$ cat config.mk
export PLATFORM = sky130hd
export DESIGN_NAME = tcl_ram
export DESIGN_NICKNAME = d
export VERILOG_FILES = /design/src/rtl/tcl_ram.sv
export SDC_FILE = /design/constraint.sdc
export NUM_CORES = 1
export LEC_CHECK = 0
export BUFFER_PORTS_ARGS = -buffer_cell sky130_fd_sc_hd__clkbuf_2
export CAP_MARGIN = 30
export CORE_ASPECT_RATIO = 0.8
export CORE_MARGIN = 2
export CORE_UTILIZATION = 45
export DETAILED_ROUTE_END_ITERATION = 12
export PLACE_DENSITY = 0.72
export SLEW_MARGIN = 10
export SYNTH_ARGS = -nofsm -noshare
export SYNTH_HDL_FRONTEND = slang
export SYNTH_SLANG_ARGS = --single-unit
$ cat constraint.sdc
create_clock -name i_clk -period 2.9 [get_ports i_clk]
set_clock_uncertainty 0.2 [all_clocks]
set_input_delay 0.29 -clock i_clk [delete_from_list [all_inputs] [get_ports i_clk]]
set_output_delay 0.29 -clock i_clk [all_outputs]
set_load 0.03 [all_outputs]
$ cat src/rtl/tcl_ram.sv
// Generic single-port-write, single-port-read RAM with registered read.
// No dependencies.
module tcl_ram #(
    parameter int unsigned WIDTH = 24,
    parameter int unsigned DEPTH = 16
) (
    input  logic                     i_clk,
    input  logic                     i_we,
    input  logic [$clog2(DEPTH)-1:0] i_waddr,
    input  logic [WIDTH-1:0]         i_wdata,
    input  logic [$clog2(DEPTH)-1:0] i_raddr,
    output logic [WIDTH-1:0]         o_rdata
);
    logic [WIDTH-1:0] r_mem [DEPTH];
    always_ff @(posedge i_clk) begin
        if (i_we) begin
            r_mem[i_waddr] <= i_wdata;
        end
        o_rdata <= r_mem[i_raddr];
    end
endmodule
==> impl.org <==
** Floorplanning
- From bottom edge to top edge, the die measures 167 um.
- Die outline area :: 34700 um2
- Placeable core area :: 32600 um2
- I/O pins :: 58
- Std cell rows :: 59
- Once the floorplan was initialized, standard cells occupied 45.8% of the core.
- The die is around 210 um wide.

** Clock network
- Counting every sink on the clock net gives 408.
- Clock latency at the later pin of the worst-skew pair :: approximately 0.53 ns
- Longest Clk Path Bufs :: 3
- The H-tree generated during clock tree synthesis spans 2 levels.
- TritonCTS created 38 clock buffers.
- Once the clock tree was built, the resizer swapped 0 gates to a different size.
- After clock tree synthesis, the setup repair step added 0 buffers.
- Clock-pin slew on the worst setup and hold paths :: 0.06 ns
- Hold buffers post-CTS :: 23
- The root buffer cell chosen for the clock tree is clkbuf_16.
- TritonCTS clock tree :: done

** Detailed routing
- The count of nets left with antenna violations once routing finished came out at 0.
- Average detailed-routed wire length per instance :: 25.6 um
- Routed wire length :: 31000 um
- Drt first pass iters :: 5
- Count of unresolved DRC violations after routing :: 0
- Via count :: 6946
- Starting DRT DRC Count :: slightly above 800
- Routed via count divided by cell count :: 5.75

** Timing
- Fin crit period :: 1.66 ns
- Measured against its own limit, the worst slew margin works out to 63.2%.
- The number of max-slew violations in the final report is 0.
- Final Hold Fails :: 0
- Final period util :: 57.3%
- Timing would allow up to 602 MHz.
- Setup repair after global routing left no endpoint under its margin.
- Setup violations remaining at the end of the flow were counted as 0.
- At the pin with the least slew margin, the transition time is ~0.55 ns.
- Setup TNS :: 0 ns

** Critical path
- Depth of the worst register-to-register path :: 3
- Data arrival at the endpoint of the critical path :: 1.88 ns
- The worst setup path is launched from an input port.
- Required time worst endpoint :: 3.12 ns
- STA classifies the critical path endpoint as a flop.
- Top fanout value on the critical path :: 28
- The worst setup path is of the in -> reg kind.

** Cells and area
- The library cell used most frequently in the layout, excluding fill and tap cells, is edfxtp_1.
- The finished layout holds roughly 1200 standard cells, fillers aside.
- Leaving out fill and tap cells, the most frequent cells in the layout are edfxtp_1 (384), mux4_2 (96), clkbuf_2 (55).
- The post-route netlist has 33.2% of its cells at a drive strength greater than 1.
- Area overhead of the layout relative to synthesis :: 17.5%
- At the end of the flow, the number of nets in the layout was around 790.

** Pwr
- Pwr dens :: 704 nW/um2
- Per report_power, the sequential group accounts for 53.7% of the total.
- Portion of total power attributed to the clock network :: 40.8%
- Of the total power, the share spent switching nets is 20.6%.
- The analysis attributes to cell leakage a power of 5.67 nW.
- In this run, the combinational gates consume 5.5% of the power.
- Worst ir drop on vdd :: 576 uV
- For this design the total switching power over the nets is approximately 0.0025 W.
- The internal power of the cells totals between 0.009 and 0.01 W.

** Global route
- Antenna violations before repair :: 1
- Global routing used 18.2% of the available tracks across all layers.
- First-pass GRT wire length :: between 40000 and 50000 um
- Entering global routing, the biggest net connects 49 pins.
- The number of global-route vias before repair was between 7000 and 8000.
- Summed over all layers, the global routing overflow is 0.

** Logic synthesis
- Share of Yosys cell area claimed by the top area cell type :: 77.2%
- Cell accounting for the most synthesized area :: edfxtp_1
- Of the total synthesized cell area, the portion taken by full adders, half adders and majority gates is 0%.
- Number of distinct library cells after synthesis :: 16
- Cell count after synthesis :: 636
- In the synthesized netlist, mux cells make up between 10% and 20% of the area.
- Combinational family with the most area after synthesis :: multiplexers
- Number of warnings printed during yosys synthesis :: 0
- After synthesis the netlist holds a flip-flop and latch count of 408.
- Synth Cell Area :: 14900 um2
- Compound-cell area share of the yosys netlist :: 2.41%
- When the netlist entered floorplanning its net count stood at 670.
- Summing the areas of all xor and xnor instances in the mapped netlist gives 0% of the synthesized area.
- Synthesized area divided by synthesized cell count :: 23.5 um2
- After Yosys synthesis, and, or, nand and nor cells account for 1.49% of the synthesized area.
- In the post-synthesis netlist, the biggest area contributors are edfxtp_1 (77%), mux4_2 (14%), dfxtp_1 (3.2%), a22oi_1 (2.4%), nand2_1 (0.63%).
- The share of the Yosys chip area taken by registers is 80.4%.

** Job
- Max-cap violations in this run came to 0.

** Min path
- In this run the worst hold path is classified as in -> reg.
- Hold path cells :: 1

** Place
- Detailed-placement wirelength estimate :: 16700 um
- At the end of routability-driven placement, the weighted congestion stood at 0.755.
- The count of buffers added on input and output ports is 57.
- Placed cell count :: 1115

** Run status
- Status :: complete, no violations
[Yosys cell counts]
| cell | instances |
|---|---|
| a22oi_1 | 48 |
| and2_1 | 1 |
| buf_2 | 10 |
| buf_6 | 5 |
| clkbuf_1 | 18 |
| dfxtp_1 | 24 |
| edfxtp_1 | 384 |
| mux4_2 | 96 |
| nand2_1 | 25 |
| nand2b_1 | 2 |
| nand3_1 | 1 |
| nand3b_1 | 2 |
| nor2_1 | 13 |
| nor2b_1 | 2 |
| nor3_1 | 4 |
| or3b_2 | 1 |
[worst max-delay path: stages]
cell     delay (ns)
buf_6          0.34
buf_12         0.31
mux4_2         0.53
a22oi_1        0.30
nand2_1        0.09
[power by group through the flow]
stage | Clock (W) | Sequential [W] | Combinational, W
2_1_floorplan | 0 | 0.00683 | 0.000319
3_3_place_gp | 0 | 0.00675 | 0.000649
3_5_place_dp | 0 | 0.00676 | 0.000663
4_1_cts | 0.00514 | 0.00663 | 0.000692
5_1_grt | 0.00537 | 0.00664 | 0.000732
6_report | 0.00504 | 0.00663 | 0.000683
[path summary, 6_finish.rpt]
path,start,to,slack [ns]
max,i_raddr[0],o_rdata[11],1.24
min,i_wdata[22],r_mem[15][22],0.03
max reg2reg,r_mem[11][23],o_rdata[23],1.30
min reg2reg,r_mem[15][18],o_rdata[18],0.48
[sequential cells by signal (all words and copies together) (netlist names)]
signal	flops
r_mem	384
o_rdata	24
[logic make-up (layout without fill, tap and decap cells)]
group / Yosys count / in the layout
DFF: 408 / 408
buffers and inverters: 33 / 177
other: 0 / 1
and+or+nand+nor: 51 / 51
AOI/OAI and AO/OA: 48 / 48
muxes: 96 / 96
[cell type report]
| cell class | count | area [um2] |
|---|---|---|
| Clock inverter | 17 | 171 |
| Sequential cell | 408 | 12000 |
| Clock buffer | 52 | 1110 |
| Multi-Input combinational cell | 195 | 2870 |
| Fill cell | 2438 | 15100 |
| Timing Repair Buffer | 108 | 842 |
| Tap cell | 427 | 534 |
| Antenna cell | 1 | 2.50 |
[routing by layer]
layer	track usage, %	routed length (um)
met2	27.0	14200
met4	5.00	580
met1	26.9	13500
met3	4.87	2750
met5	0	0
[through the flow]
stage	worst slack [ns]	cell area [um2]	power [W]	util [%]	hold WS (ns)
global route	1.17	17500	0.0127	53.8	0.0376
floorplan	0.0930	14900	0.00714	-	0.189
CTS	1.25	17500	0.0125	53.7	0.00313
global placement	0.711	16000	0.00740	49.1	0.457
detailed placement	0.691	16000	0.00742	49.1	0.457
finish	1.24	17500	0.0124	53.8	0.0281
Power figures use the tool's default switching activity.
